### src/rtl/wbf_pkg.sv
// ----------------------------------------------------------------------------
// wbf_pkg: shared types and constants for the forward word boundary search
// Byte classes, search phases and the byte classifier.
// ----------------------------------------------------------------------------
package wbf_pkg;

    typedef enum logic [2:0] {
        PH_IDLE    = 3'd0,
        PH_NEWLINE = 3'd1,
        PH_CR      = 3'd2,
        PH_BLANK   = 3'd3,
        PH_RUN     = 3'd4
    } phase_t;

    typedef enum logic [1:0] {
        CL_BLANK = 2'd0,
        CL_BREAK = 2'd1,
        CL_SEP   = 2'd2,
        CL_WORD  = 2'd3
    } byte_class_t;

    localparam logic [7:0] CH_SPACE = 8'h20;
    localparam logic [7:0] CH_TAB   = 8'h09;
    localparam logic [7:0] CH_LF    = 8'h0A;
    localparam logic [7:0] CH_CR    = 8'h0D;

    // ASCII punctuation ranges; underscore is a word byte
    localparam logic [7:0] CH_PUNCT_A_LO = 8'h21;  // '!'
    localparam logic [7:0] CH_PUNCT_A_HI = 8'h2F;  // '/'
    localparam logic [7:0] CH_PUNCT_B_LO = 8'h3A;  // ':'
    localparam logic [7:0] CH_PUNCT_B_HI = 8'h40;  // '@'
    localparam logic [7:0] CH_PUNCT_C_LO = 8'h5B;  // '['
    localparam logic [7:0] CH_PUNCT_C_HI = 8'h5E;  // '^'
    localparam logic [7:0] CH_BACKTICK   = 8'h60;  // '`'
    localparam logic [7:0] CH_PUNCT_D_LO = 8'h7B;  // '{'
    localparam logic [7:0] CH_PUNCT_D_HI = 8'h7E;  // '~'

    function automatic byte_class_t classify(input logic [7:0] b);
        byte_class_t cls;
        begin
            case (b) inside
                CH_SPACE, CH_TAB:
                    cls = CL_BLANK;
                CH_LF, CH_CR:
                    cls = CL_BREAK;
                [CH_PUNCT_A_LO:CH_PUNCT_A_HI],
                [CH_PUNCT_B_LO:CH_PUNCT_B_HI],
                [CH_PUNCT_C_LO:CH_PUNCT_C_HI],
                CH_BACKTICK,
                [CH_PUNCT_D_LO:CH_PUNCT_D_HI]:
                    cls = CL_SEP;
                default:
                    cls = CL_WORD;
            endcase
            return cls;
        end
    endfunction

endpackage

### src/rtl/word_boundary_forward_top.sv
// ----------------------------------------------------------------------------
// word_boundary_forward_top: forward word boundary search over a byte stream
// Classifies one document byte per item and reports the boundary offset.
// ----------------------------------------------------------------------------
// Usage:
//   Input channel (in_valid / in_stall): one document byte per item. An item
//   with first=1 starts a search at start_offset; at_end=1 marks end of
//   document and carries no byte. Items with first=0 while no search runs
//   are dropped silently. first=1 mid-search restarts the search.
//   Output channel (out_valid / out_stall): one end_offset item per search
//   that is not restarted, given by the item that ends it (byte outside the run,
//   a byte other than LF after a leading CR, a newline after the leading skip, or end of document).
// Timing:
//   An accepted item sits in the input register; the byte class and phase
//   update happen between it and the result register, which loads when the
//   item moves on. One item per cycle sustained while the output is not
//   stalled; the only loop is the phase/position update through the search
//   state registers.
// Stall: a full result register holds while out_stall is high; the input
//   register then holds its item and in_stall rises. No item is lost.
// Reset: rst_n clears phase to idle, position and run flags to zero, and
//   empties both registers.
// ----------------------------------------------------------------------------
module word_boundary_forward_top
    import wbf_pkg::*;
#(
    parameter int OFFSET_BITS = 32
)
(
    input  logic        clk,
    input  logic        rst_n,
    input  logic        in_valid,
    output logic        in_stall,
    input  logic        first,
    input  logic [31:0] start_offset,
    input  logic [7:0]  text_byte,
    input  logic        at_end,
    output logic        out_valid,
    input  logic        out_stall,
    output logic [31:0] end_offset
);

    // input register
    logic        s1_valid_reg;
    logic        s1_first_reg;
    logic [31:0] s1_start_reg;
    logic [7:0]  s1_byte_reg;
    logic        s1_end_reg;

    // search state
    phase_t                 phase_reg, phase_next;
    logic [OFFSET_BITS-1:0] position_reg, position_next;
    logic                   run_sep_reg, run_sep_next;
    logic                   run_ext_reg, run_ext_next;

    // result register
    logic        out_valid_reg;
    logic [31:0] end_offset_reg;

    logic        can_move;
    logic        s1_fire;
    logic        done;
    byte_class_t cls;

    phase_t                 ph_eff;
    logic [OFFSET_BITS-1:0] pos_eff;
    logic                   sep_eff;
    logic                   ext_eff;
    logic [OFFSET_BITS:0]   sum1;
    logic [OFFSET_BITS:0]   sum2;
    logic [OFFSET_BITS-1:0] pos_inc1;
    logic [OFFSET_BITS-1:0] pos_inc2;

    // handshake
    assign can_move  = !out_valid_reg || !out_stall;
    assign s1_fire   = s1_valid_reg && can_move;
    assign in_stall  = s1_valid_reg && !can_move;
    assign out_valid = out_valid_reg;
    assign end_offset = end_offset_reg;

    always_ff @(posedge clk or negedge rst_n)
    begin
        if (!rst_n)
        begin
            s1_valid_reg <= 1'b0;
        end
        else if (!in_stall)
        begin
            s1_valid_reg <= in_valid;
        end
    end

    always_ff @(posedge clk)
    begin
        if (in_valid && !in_stall)
        begin
            s1_first_reg <= first;
            s1_start_reg <= start_offset;
            s1_byte_reg  <= text_byte;
            s1_end_reg   <= at_end;
        end
    end

    // a new search overrides the current state for this item
    assign ph_eff  = s1_first_reg ? PH_NEWLINE : phase_reg;
    assign pos_eff = s1_first_reg ? OFFSET_BITS'(s1_start_reg) : position_reg;
    assign sep_eff = s1_first_reg ? 1'b0 : run_sep_reg;
    assign ext_eff = s1_first_reg ? 1'b0 : run_ext_reg;

    // saturating advance by one and by two (CR LF)
    assign sum1     = {1'b0, pos_eff} + (OFFSET_BITS+1)'(1);
    assign sum2     = {1'b0, pos_eff} + (OFFSET_BITS+1)'(2);
    assign pos_inc1 = sum1[OFFSET_BITS] ? '1 : sum1[OFFSET_BITS-1:0];
    assign pos_inc2 = sum2[OFFSET_BITS] ? '1 : sum2[OFFSET_BITS-1:0];

    assign cls = classify(s1_byte_reg);

    always_comb
    begin
        phase_next    = ph_eff;
        position_next = pos_eff;
        run_sep_next  = sep_eff;
        run_ext_next  = ext_eff;
        done          = 1'b0;

        if (ph_eff != PH_IDLE && s1_end_reg)
        begin
            done = 1'b1;
        end
        else
        begin
            unique case (ph_eff)
                PH_IDLE:
                begin
                    phase_next = PH_IDLE;
                end
                PH_NEWLINE, PH_BLANK:
                begin
                    if (ph_eff == PH_NEWLINE && s1_byte_reg == CH_LF)
                    begin
                        position_next = pos_inc1;
                        phase_next    = PH_BLANK;
                    end
                    else if (ph_eff == PH_NEWLINE && s1_byte_reg == CH_CR)
                    begin
                        phase_next = PH_CR;
                    end
                    else if (cls == CL_BLANK)
                    begin
                        position_next = pos_inc1;
                        phase_next    = PH_BLANK;
                    end
                    else if (cls == CL_BREAK)
                    begin
                        done = 1'b1;
                    end
                    else
                    begin
                        position_next = pos_inc1;
                        run_sep_next  = (cls == CL_SEP);
                        run_ext_next  = 1'b0;
                        phase_next    = PH_RUN;
                    end
                end
                PH_CR:
                begin
                    if (s1_byte_reg == CH_LF)
                    begin
                        position_next = pos_inc2;
                        phase_next    = PH_BLANK;
                    end
                    else
                    begin
                        done = 1'b1;
                    end
                end
                PH_RUN:
                begin
                    if (cls == (sep_eff ? CL_SEP : CL_WORD))
                    begin
                        position_next = pos_inc1;
                        run_ext_next  = 1'b1;
                    end
                    else if (sep_eff && !ext_eff && cls == CL_WORD)
                    begin
                        // lone punctuation byte absorbs the word after it
                        position_next = pos_inc1;
                        run_sep_next  = 1'b0;
                        run_ext_next  = 1'b1;
                    end
                    else
                    begin
                        done = 1'b1;
                    end
                end
                default:
                begin
                    phase_next = PH_IDLE;
                end
            endcase
        end

        if (done)
        begin
            phase_next = PH_IDLE;
        end
    end

    always_ff @(posedge clk or negedge rst_n)
    begin
        if (!rst_n)
        begin
            phase_reg    <= PH_IDLE;
            position_reg <= '0;
            run_sep_reg  <= 1'b0;
            run_ext_reg  <= 1'b0;
        end
        else if (s1_fire)
        begin
            phase_reg    <= phase_next;
            position_reg <= position_next;
            run_sep_reg  <= run_sep_next;
            run_ext_reg  <= run_ext_next;
        end
    end

    always_ff @(posedge clk or negedge rst_n)
    begin
        if (!rst_n)
        begin
            out_valid_reg <= 1'b0;
        end
        else if (s1_fire)
        begin
            out_valid_reg <= done;
        end
        else if (!out_stall)
        begin
            out_valid_reg <= 1'b0;
        end
    end

    always_ff @(posedge clk)
    begin
        if (s1_fire && done)
        begin
            end_offset_reg <= 32'(pos_eff);
        end
    end

    // ------------------------------------------------------------------------
    // checks
    // ------------------------------------------------------------------------
    a_stall_only_on_full_out: assert property (@(posedge clk) disable iff (!rst_n)
        in_stall |-> (out_valid_reg && out_stall))
        else $error("input stalled while result register can move");

    a_result_from_item: assert property (@(posedge clk) disable iff (!rst_n)
        (!out_valid_reg ##1 out_valid_reg) |-> $past(s1_valid_reg))
        else $error("result appeared without an item in the input register");

    a_result_ends_search: assert property (@(posedge clk) disable iff (!rst_n)
        $rose(out_valid_reg) |-> (phase_reg == PH_IDLE))
        else $error("search still running after its result");

    a_position_monotonic: assert property (@(posedge clk) disable iff (!rst_n)
        (s1_fire && !s1_first_reg && phase_reg != PH_IDLE)
            |=> (position_reg >= $past(position_reg)))
        else $error("position moved backward within a search");

endmodule

### config.mk
export PLATFORM = sky130hd
export DESIGN_NAME = word_boundary_forward_top
export DESIGN_NICKNAME = d
export VERILOG_FILES = /design/src/rtl/wbf_pkg.sv /design/src/rtl/word_boundary_forward_top.sv
export SDC_FILE = /design/constraint.sdc
export NUM_CORES = 1
export LEC_CHECK = 0
export ABC_AREA = 1
export BUFFER_PORTS_ARGS = -buffer_cell sky130_fd_sc_hd__buf_2
export CAP_MARGIN = 0
export CORE_ASPECT_RATIO = 0.75
export CORE_MARGIN = 5
export CORE_UTILIZATION = 41
export CTS_CLUSTER_DIAMETER = 200
export DETAILED_ROUTE_END_ITERATION = 6
export SYNTH_ARGS = -nofsm -noshare
export SYNTH_HDL_FRONTEND = slang
export SYNTH_SLANG_ARGS = --single-unit
### constraint.sdc
create_clock -name clk -period 2.6 [get_ports clk]
set_clock_uncertainty 0.05 [all_clocks]
set_input_delay 0.13 -clock clk [delete_from_list [all_inputs] [get_ports clk]]
set_output_delay 0.13 -clock clk [all_outputs]
set_load 0.01 [all_outputs]
==> results.yml <==
floorplan:
  fp-row-count: 44
  pin_count: 80
  die_y_um: 130
  core_area_sq_um: 19200
  design.die.area_sq_um: 22300
  chipWidth_um: 171
  initial_utilization_pct: 41.3
drt:
  final_antenna_net_count: 0
  wirelength_um: 30100
  num_vias: 8828
  drc_errors: 0
  drt-pass1-iter-count: 5
  drt_iter0_drc: 972
  avgViaCountPerCell: 5.20
  wire_per_inst_um: 17.8
clock_network:
  cts_root_buffer: "clkbuf_16"
  cts_inserted_buffers: 17
  clock_latency_ns: 0.43
  htreeDepth: 4
  cts_tree: "done"
  clock_path_buffers: 2
  cts_num_sinks: 113
  clkSlewWorstSetupHoldPaths_ns: 0.06
timing:
  fin_setup_tns_ns: 0
  tightest_slew_ns: 1.11
  min_period_over_period_pct: 98.5
  rsz0062_at_grt: "true"
  drv_slew: 0
  slew_headroom_pct: 26.0
  period_minus_slack_ns: 2.56
  clock.fmax_ghz: 0.391
  worst_slack_ns: 0.0402
  finalHoldViolations: 0
  setup_viol: 0
setup_path:
  critPathLaunch: "s1_first_reg$_DFFE_PP_"
  reg2reg_depth: 17
  r2r_start: "s1_first_reg$_DFFE_PP_"
  worstSetupEndpoint: "position_reg[23]$_DFFE_PN0P_"
  critical_path_class: "reg -> reg"
  cp.required_ns: 2.84
  cp-start-kind: "flop"
  critPathArrivalTime_ns: 2.80
  endpoint_kind: "flop"
  r2r_setup_slack_ns: 0.04
  path_max_fanout: 7
  worstReg2RegEnd: "position_reg[23]$_DFFE_PN0P_"
synth:
  ys_seq_elements: 113
  yosys_warnings: 0
  dominantRegCellSynth: "edfxtp_1"
  netlist_area_sq_um: 7930
  synth_nets: 1174
  ys_seq_area_share_pct: 40.3
  synthArstFlopShare_pct: 34.5
  yosys-top-cells-area: "edfxtp_1 (28%), nand2_1 (20%), dfrtp_1 (12%)"
  yosysMostFrequentCell: "nand2_1"
  ys_types: 38
  syn_avg_cell_area_sq_um: 7.04
  synth_common_cells: "nand2_1 (431), nor2_1 (102), inv_1 (84), nand3_1 (84), edfxtp_1 (74)"
  post_synth_inst_count: 1126
  post-synth-top-area-cell: "edfxtp_1"
  synth_edf_count: 74
  synth_top_area_share_pct: 28.0
worst_hold_path:
  worstHoldPathCells: 2
  hold_path.class: "in -> reg"
layout:
  diodes: 0
  multiInputGateArea_sq_um: 4560
  nFillCells: 1772
  final_area_sq_um: 11600
  drive_above_1_share_pct: 32.8
  ff_latch_area_sq_um: 3200
  layout-area-overhead-vs-synth_pct: 46.7
  stdcell_count: 1698
  layout.nets: 1480
place:
  place_inst: 1600
  portBuffers: 79
  dp_slack_ns: -0.234
  placed_area_sq_um: 9870
  dp_hpwl_um: 21100
  gp_congestion: 1.01
outcome:
  status: "complete, no violations"
power:
  peakVddDrop_uv: 438
  power.density_nw_per_um2: 703
  p_leak_nw: 5.40
global_route:
  grt_usage_pct: 26.4
  grt_pass1_wl_um: 45000
  first_global_vias: 7968
  grt_remaining_overflow: 0
  antenna_found_initial: 0
  grt_max_degree: 67
flow_run:
  drv_cap: 0
[layer usage]
layer	global-route usage (%)	share of wire, %	vias to the layer above
met5	0	0	-
met4	5.59	1.5	0
met3	5.65	8.7	39
met2	39.6	43	378
met1	39.4	47	4120
li1	-	-	4291
[layout make-up]
class	instances	share of cell area (%)
Multi-Input combinational cell	879	39.2
Sequential cell	113	27.5
Timing Repair Buffer	323	22.1
Clock buffer	20	3.84
Inverter	97	3.29
Tap cell	253	2.72
Clock inverter	12	1.38
Timing Repair inverter	1	0.0753
[worst min path at each step]
stage,slack [ns],end,startpoint
after global routing,0.36,s1_byte_reg[5]$_DFFE_PP_,text_byte[5]
after floorplan,-0.22,out_valid$_DFFE_PN0P_,rst_n
after CTS,0.35,s1_start_reg[4]$_DFFE_PP_,start_offset[4]
final,0.36,s1_start_reg[2]$_DFFE_PP_,start_offset[2]
after global placement,0.26,s1_start_reg[21]$_DFFE_PP_,start_offset[21]
after detailed placement,0.26,s1_start_reg[14]$_DFFE_PP_,start_offset[14]
[per-stage QoR]
stage               total power, mW  util, %  hold WS (ns)
finish                         8.18     60.6         0.360
global placement               5.42     51.4         0.256
detailed placement             5.43     51.4         0.258
CTS                            7.94     57.1         0.350
floorplan                      4.23        -        -0.216
global route                   8.63     60.6         0.364
[placed cells by master (no fill, tap or decap), drive strengths merged]
cell type,count
nand2,463
buf,275
nor2,124
inv,94
nand3,89
edfxtp,74
o21ai,73
a21oi,65
dlygate4sd3,45
dfrtp,39
nand4,23
clkbuf,23
xor2,11
o211ai,10
nor3,10
clkinv,8
clkinvlp,5
o31ai,3
bufinv,3
nand3b,2
ha,2
or2,1
a32oi,1
o22ai,1
a31oi,1
[kinds of logic after synthesis]
| family | synth area share, % |
|---|---|
| fa+ha+maj | 0.315 |
| buf+inv | 7.84 |
| flops | 40.3 |
| xor+xnor | 1.21 |
| simple gates | 38.8 |
| compound gates | 11.5 |
[report_power, final]
part           internal (mW)  switching [mW]
registers               2.36           0.207
clock network           1.53           0.892
logic                   1.23            1.96
[worst max-delay path, cell delays in order, from the launching register on]
cell and delay, ns:
edfxtp_1 0.44, buf_6 0.18, clkinv_8 0.07, buf_8 0.13, nand2_4 0.05, nand2_4 0.09, ha_4 0.20, buf_4 0.13
inv_1 0.04, nor2_2 0.15, nand3_2 0.14, nor2_4 0.16, buf_4 0.13, a21oi_1 0.05, o21ai_0 0.18, nand3_1 0.10
nand2_1 0.07, o21ai_0 0.07
[what timing repair did]
item,4_1_cts,5_1_grt
pin swaps,0,29
setup buffers,2,14
hold endpoints to repair,83,0
gates resized for setup,8,129
setup endpoints to repair,12,65
gates cloned,0,5
hold buffers,45,0
Power figures use the tool's default switching activity.
